--- src/rtl/mbao_pkg.sv ---
// package for the masked box alpha overlay
// item and config types shared by all rtl files, register index type, clamp and blend helpers
`default_nettype none
package mbao_pkg;

  localparam int unsigned CoordW = 16;

  typedef enum logic [1:0] {
    CMD_WR_PAL = 2'd0,
    CMD_WR_DET = 2'd1,
    CMD_BLEND  = 2'd2,
    CMD_NOP    = 2'd3
  } cmd_e;

  typedef enum logic [2:0] {
    REG_ALPHA  = 3'd0,
    REG_WIDTH  = 3'd1,
    REG_HEIGHT = 3'd2,
    REG_DETCNT = 3'd3,
    REG_CLSCNT = 3'd4
  } reg_e;

  typedef struct packed {
    cmd_e              cmd;
    logic [7:0]        slot;
    logic [7:0]        b;
    logic [7:0]        g;
    logic [7:0]        r;
    logic [15:0]       left;
    logic [15:0]       top;
    logic [15:0]       right;
    logic [15:0]       bottom;
    logic              act;
    logic [15:0]       cls;
    logic [15:0]       mask;
    logic [CoordW-1:0] x;
    logic [CoordW-1:0] y;
    logic              fend;
  } item_t;

  typedef struct packed {
    logic [8:0]  alpha;
    logic [15:0] wm1;
    logic [15:0] hm1;
    logic [6:0]  n;
    logic [15:0] ccm1;
  } cfg_t;

  function automatic logic [15:0] clamp_s16(logic [15:0] v, logic [15:0] hi);
    logic [15:0] res;
    if ($signed(v) < 0) begin
      res = 16'd0;
    end else if (v > hi) begin
      res = hi;
    end else begin
      res = v;
    end
    return res;
  endfunction

  function automatic logic [7:0] blend8(logic [7:0] d, logic [7:0] s, logic [8:0] a);
    logic [17:0] acc;
    acc = 18'(9'd256 - a) * 18'(d) + 18'(a) * 18'(s) + 18'd128;
    return acc[15:8];
  endfunction

endpackage
`default_nettype wire

--- src/rtl/mbao_front.sv ---
// input register with raster column and row counters
// depends on mbao_pkg
`default_nettype none
module mbao_front (
  input  wire logic           clk_i,
  input  wire logic           rst_ni,
  input  wire logic           adv_i,
  input  wire logic           vld_i,
  input  mbao_pkg::item_t     item_i,
  input  mbao_pkg::cfg_t      cfg_i,
  output logic                vld_o,
  output mbao_pkg::item_t     item_o
);

  logic [mbao_pkg::CoordW-1:0] x_q, x_d, y_q, y_d;
  logic                        vld_q;
  mbao_pkg::item_t             item_q, item_d;
  logic                        wrap_col, wrap_row, is_pix;

  always_comb begin
    is_pix   = vld_i && (item_i.cmd == mbao_pkg::CMD_BLEND);
    wrap_col = x_q >= cfg_i.wm1;
    wrap_row = wrap_col && (y_q >= cfg_i.hm1);
    x_d = x_q;
    y_d = y_q;
    if (is_pix) begin
      if (wrap_col) begin
        x_d = '0;
        y_d = wrap_row ? '0 : y_q + 1'b1;
      end else begin
        x_d = x_q + 1'b1;
      end
    end
    item_d      = item_i;
    item_d.x    = x_q;
    item_d.y    = y_q;
    item_d.fend = wrap_row;
  end

  always_ff @(posedge clk_i or negedge rst_ni) begin
    if (!rst_ni) begin
      x_q   <= '0;
      y_q   <= '0;
      vld_q <= 1'b0;
    end else if (adv_i) begin
      x_q   <= x_d;
      y_q   <= y_d;
      vld_q <= vld_i;
    end
  end

  always_ff @(posedge clk_i) begin
    if (adv_i) begin
      item_q <= item_d;
    end
  end

  assign vld_o  = vld_q;
  assign item_o = item_q;

endmodule
`default_nettype wire

--- config.mk ---
export PLATFORM = sky130hd
export DESIGN_NAME = mbao_front
export DESIGN_NICKNAME = d
export VERILOG_FILES = /design/src/rtl/mbao_pkg.sv /design/src/rtl/mbao_front.sv
export SDC_FILE = /design/constraint.sdc
export NUM_CORES = 1
export LEC_CHECK = 0
export ABC_AREA = 0
export BUFFER_PORTS_ARGS = -buffer_cell sky130_fd_sc_hd__buf_2
export CAP_MARGIN = 20
export CORE_MARGIN = 8
export CORE_UTILIZATION = 40
export CTS_CLUSTER_SIZE = 10
export DETAILED_ROUTE_END_ITERATION = 10
export GPL_ROUTABILITY_DRIVEN = 0
export GPL_TIMING_DRIVEN = 1
export PLACE_DENSITY = 0.73
export REMOVE_ABC_BUFFERS = 1
export SLEW_MARGIN = 40
export SYNTH_ARGS = -nofsm -noshare
export SYNTH_HDL_FRONTEND = slang
export SYNTH_SLANG_ARGS = --single-unit
--- constraint.sdc ---
create_clock -name clk_i -period 3.5 [get_ports clk_i]
set_clock_uncertainty 0.2 [all_clocks]
set_input_delay 0.525 -clock clk_i [delete_from_list [all_inputs] [get_ports clk_i]]
set_output_delay 0.525 -clock clk_i [all_outputs]
set_load 0.005 [all_outputs]
# ---- Word-level counts from Yosys, hierarchy flattened
# Cells that the tools add are included.
dict set report op_classes {
  eq_ne 1
  n_shift 0
  bitwise 0
  n_addsub 2
  div_mod_pow 0
  magnitude_cmp 2
  mux 2
  multipliers 0
  reduce_logical 4
}
# op n
set ops {}
lappend ops {{16-bit by 1-bit adder with 16-bit output, second input constant} 2}
lappend ops {{16-bit >= comparator} 2}
lappend ops {{16-bit 2-to-1 mux} 2}
lappend ops {{3-bit AND reduction} 1}
lappend ops {{2-bit equality test, second input constant} 1}
lappend ops {{1-bit logical AND} 2}
lappend ops {{2-bit AND reduction} 1}
dict set report totals {
  wordCells 29
  latchBits 0
  n_memories 0
  ff_bits 197
  ram_bits 0
  romBits 0
}

# ---- Logic depth before layout (Yosys ltp)
dict set report depth {
  word_depth 3
  ltp_mapped 9
}

# ---- Least setup slack after synthesis
# OpenSTA, ideal clock, no wires.
dict set report synth_timing {
  path_type {input -> register}
  startpoint {input port cfg_i[54] (netlist bit)}
  endpoint {register y_q[15] (netlist bit)}
  setup_slack_ps 688
  t_arrival_ps 2509
  setup_ps 103
  cell_stages 9
  path_cell_list {inv_1 > ha_1 > nand4_1 > or3_4 > a2111oi_4 > o31a_2 > nand3_4 > buf_6 > o41ai_2}
}
dict set report synth_via {
  elab_chain_len 3
}
# item line_no
set synth_rtl {}
lappend synth_rtl {{start: declaration} mbao_front.sv:10} ;# input mbao_pkg::cfg_t cfg_i,
lappend synth_rtl {{16-bit >= comparator *} mbao_front.sv:22} ;# wrap_col = x_q >= cfg_i.wm1;
lappend synth_rtl {{1-bit logical AND} mbao_front.sv:23} ;# wrap_row = wrap_col && (y_q >= cfg_i.hm1);
lappend synth_rtl {{16-bit 2-to-1 mux} mbao_front.sv:29} ;# y_d = wrap_row ? '0 : y_q + 1'b1;
lappend synth_rtl {{end signal: assignment} mbao_front.sv:47} ;# y_q <= y_d;
lappend synth_rtl {{end: declaration} mbao_front.sv:15} ;# logic [mbao_pkg::CoordW-1:0] x_q, x_d, y_q, y_d;
# Every way passes the cells marked *; elsewhere a longest branch is shown, timed or not.
# A chain may end at the register's enable or synchronous reset.

# ---- Final worst setup path
dict set report layout_timing {
  startpoint {register x_q[15] (netlist bit)}
  endpoint {register y_q[15] (netlist bit)}
}
dict set report layout_via {
  elab_chain_len 3
}
# item line_no
set layout_rtl {}
lappend layout_rtl {{start: declaration} mbao_front.sv:15}
lappend layout_rtl {{start signal: assignment} mbao_front.sv:42} ;# x_q <= '0;
lappend layout_rtl {{start signal: assignment} mbao_front.sv:46} ;# x_q <= x_d;
lappend layout_rtl {{16-bit >= comparator *} mbao_front.sv:22}
lappend layout_rtl {{1-bit logical AND} mbao_front.sv:23}
lappend layout_rtl {{16-bit 2-to-1 mux} mbao_front.sv:29}
# Marked as above.

==> metrics.txt <==
NetSw=1.260 mW; CTS tree=done; leak pwr=4.474 nW; layout cells sized above 1=0.4611; CP max stage delay=430 ps; number of synthesized flops with an enable pin=164; Peak Freq=355.4 MHz; area taken by multi-input logic gates=0.001513 sq mm; status=complete, no violations; Die Area=0.02327 sq mm; Max Slew Vio Count=0; Initial Util=0.4028; IO buf count=331; startpoint type of the worst setup path=flop; Layout Nets=1075; FP Rows=50; drt first pass iters=5; CP max FO=16; Final Util=0.5452; WL final=22.37 mm; Arrival @ worst endpoint=2940 ps; Post-Syn Area=0.007458 sq mm; clk buf depth=2; YS warnings=0; total track usage=0.1879; DRC=0; unrepaired setup endpoints after global routing=false; Post-Syn Instances=458; post-route setup slack=686.4 ps; max-cap violations=0; initial antenna violation count=2; async set or reset register ratio after synthesis=0.1675; Required @ worst endpoint=3630 ps; routed length per placed instance=21.12 um; Die Wd=152.6 um; CTS sink cnt=197; sequential share of power=0.538; HP Class=primary input to flop; Fillers=1561; H-tree depth=4; Internal=3.894 mW; Hold WS=62.56 ps; Die Height=152.6 um; final setup violation count=0; sequence of cells on the critical path=ha_1 > nand4_1 > or3_4 > a2111oi_4 > o31a_2 > nand3_4 > o41ai_2; Final Critical Period=2814 ps; IO Pins=397; Worst Setup End Kind=flop; area grow syn2layout=35.36%; Comb power frac=0.088; Rel. slew slack=0.5831; Post-DRT Antenna Nets=0; vias in the first global route=4978; sequential area share after synthesis=0.7710; CTS Buf Count=17; Clk network pwr share=0.374; Pwr Density=510.5 mW/mm^2; CP startpoint=x_q[15]; Vias/cell=4.975; final worst path period share=0.8039; first-pass GRT wire length=32.33 mm; vias=5268; Post-CTS Repair Setup Buffers=0; setup TNS=0 ps; Final Power=5.154 mW; critical path class=flop to flop; VDD IR-drop max=321.4 uV; FF/Latch Area=0.005751 sq mm; Hold Violations, Final=0; Most used DFF post-synth=edfxtp_1; worst-skew pair later-pin latency=430 ps; Switching Fraction=0.2445; Netlist cell types=43; Initial DRC Count=455; clk root buf=clkbuf_16; pin count of the biggest net entering global routing=167; Hold Path Origin=item_i[114]; post-synthesis register bit count=197; Mapped Avg Cell Area=16.28 sq um; Overflow after GRT=0; Critical-path top delay cell=or3_4; post-DP HPWL=17.40 mm; actual slew at the worst max-slew pin=623.8 ps; dpl ws=441.2 ps; Clk pin slew, worst setup/hold paths=80 ps; Core Region=0.01852 sq mm; RR Startpoint=x_q[15]
==> Yosys cell counts (2+ instances only) <==
library cell	instances	area [sq um]
inv_1	42	157.7
a21o_1	5	37.54
a21oi_1	10	50.05
o21ai_1	4	20.02
ha_1	34	425.4
dfrtp_1	33	825.8
xor2_1	8	70.07
nand4_1	17	106.4
nand3_1	16	80.08
and3_1	5	31.28
xnor2_1	4	35.03
or2_2	2	12.51
or3_1	2	12.51
nand2b_1	3	18.77
o21a_1	4	30.03
nor3_1	2	10.01
and4_1	2	17.52
nor4_1	3	18.77
a32oi_1	2	17.52
and2_1	2	12.51
o21ai_0	3	15.01
nor2_1	20	75.07
a31oi_1	6	37.54
o22ai_1	8	50.05
o311ai_1	6	52.55
nand2_1	29	108.9
edfxtp_1	164	4925
clkbuf_1	7	26.28
==> critical path, delay by kind of cell (launching register included) <==
kind | cells | cell delay (ps)
AND/OR/NAND/NOR | 3 | 770
AO/OA/AOI/OAI | 3 | 1010
flip-flops | 1 | 410
adder cells (fa/ha/maj) | 1 | 340
==> final cells by class <==
cell class | instances | area share
Tap cell | 234 | 0.02900
Clock buffer | 17 | 0.04214
Timing Repair Buffer | 340 | 0.1751
Clock inverter | 15 | 0.01797
Sequential cell | 197 | 0.5696
Multi-Input combinational cell | 211 | 0.1498
Inverter | 42 | 0.01562
Antenna cell | 3 | 0.0007436
==> repair_timing <==
action                                 CTS  global route
endpoints found under the hold margin   22             0
gates resized for setup                  0             0
hold buffers                             1             0
==> power by group through the flow <==
stage	registers, mW	clock network, mW	logic (mW)
floorplan	2.84	0	0.0890
global placement	2.82	0	0.449
detailed placement	2.83	0	0.457
CTS	2.78	1.98	0.461
global route	2.79	2.06	0.496
finish	2.77	1.93	0.452
==> placed cells by master, fill, tap and decap left out, types with 7 or more instances in the layout <==
cell type  count
buf_2        329
edfxtp_1     164
inv_1         42
ha_1          34
dfrtp_1       33
nand2_1       29
nor2_1        20
nand4_1       17
clkbuf_16     17
nand3_1       16
a21oi_1       10
o22ai_1        8
xor2_1         8
buf_4          7
==> logic make-up after synthesis <==
logic type	Yosys count	share of synthesized area
AOI/OAI and AO/OA	57	0.05620
DFF	197	0.7710
adders and majority gates	34	0.05704
muxes	1	0.001510
buffers and inverters	50	0.02617
xor gates and xnor gates	12	0.01409
and+or+nand+nor	107	0.07398
==> worst paths after layout <==
| path | endpoint | slack, ps | cells past startpoint |
|---|---|---|---|
| min in group asynchronous | y_q[3] | 380 | 2 |
| worst min register to register | item_o[32] | 310 | 0 |
| worst min-delay path | item_o[114] | 60 | 1 |
| worst max register to register | y_q[15] | 690 | 7 |
| max in group asynchronous | x_q[14] | 2400 | 2 |
| worst max-delay path | y_q[15] | 690 | 7 |
==> metal layers <==
metal	wire (um)	share of wire	track usage	vias up
met1	8076	0.36	0.2050	2580
li1	-	-	-	2439
met5	27	0.0012	0	-
met3	1732	0.077	0.05842	30
met2	12040	0.54	0.3383	215
met4	491	0.022	0.06927	4
==> registers in the layout (all words and copies together), names as in the netlist <==
signal / flops
item_o: 164
vld_o: 1
y_q: 16
x_q: 16
==> stage by stage <==
stage          cell area (sq um)  instances
5_1_grt                    10090       1056
4_1_cts                    10060       1055
3_3_place_gp                9442       1022
3_5_place_dp                9442       1022
2_1_floorplan               7421        450
6_report                   10100       1059
No activity file was read; power rests on OpenSTA's default activity.
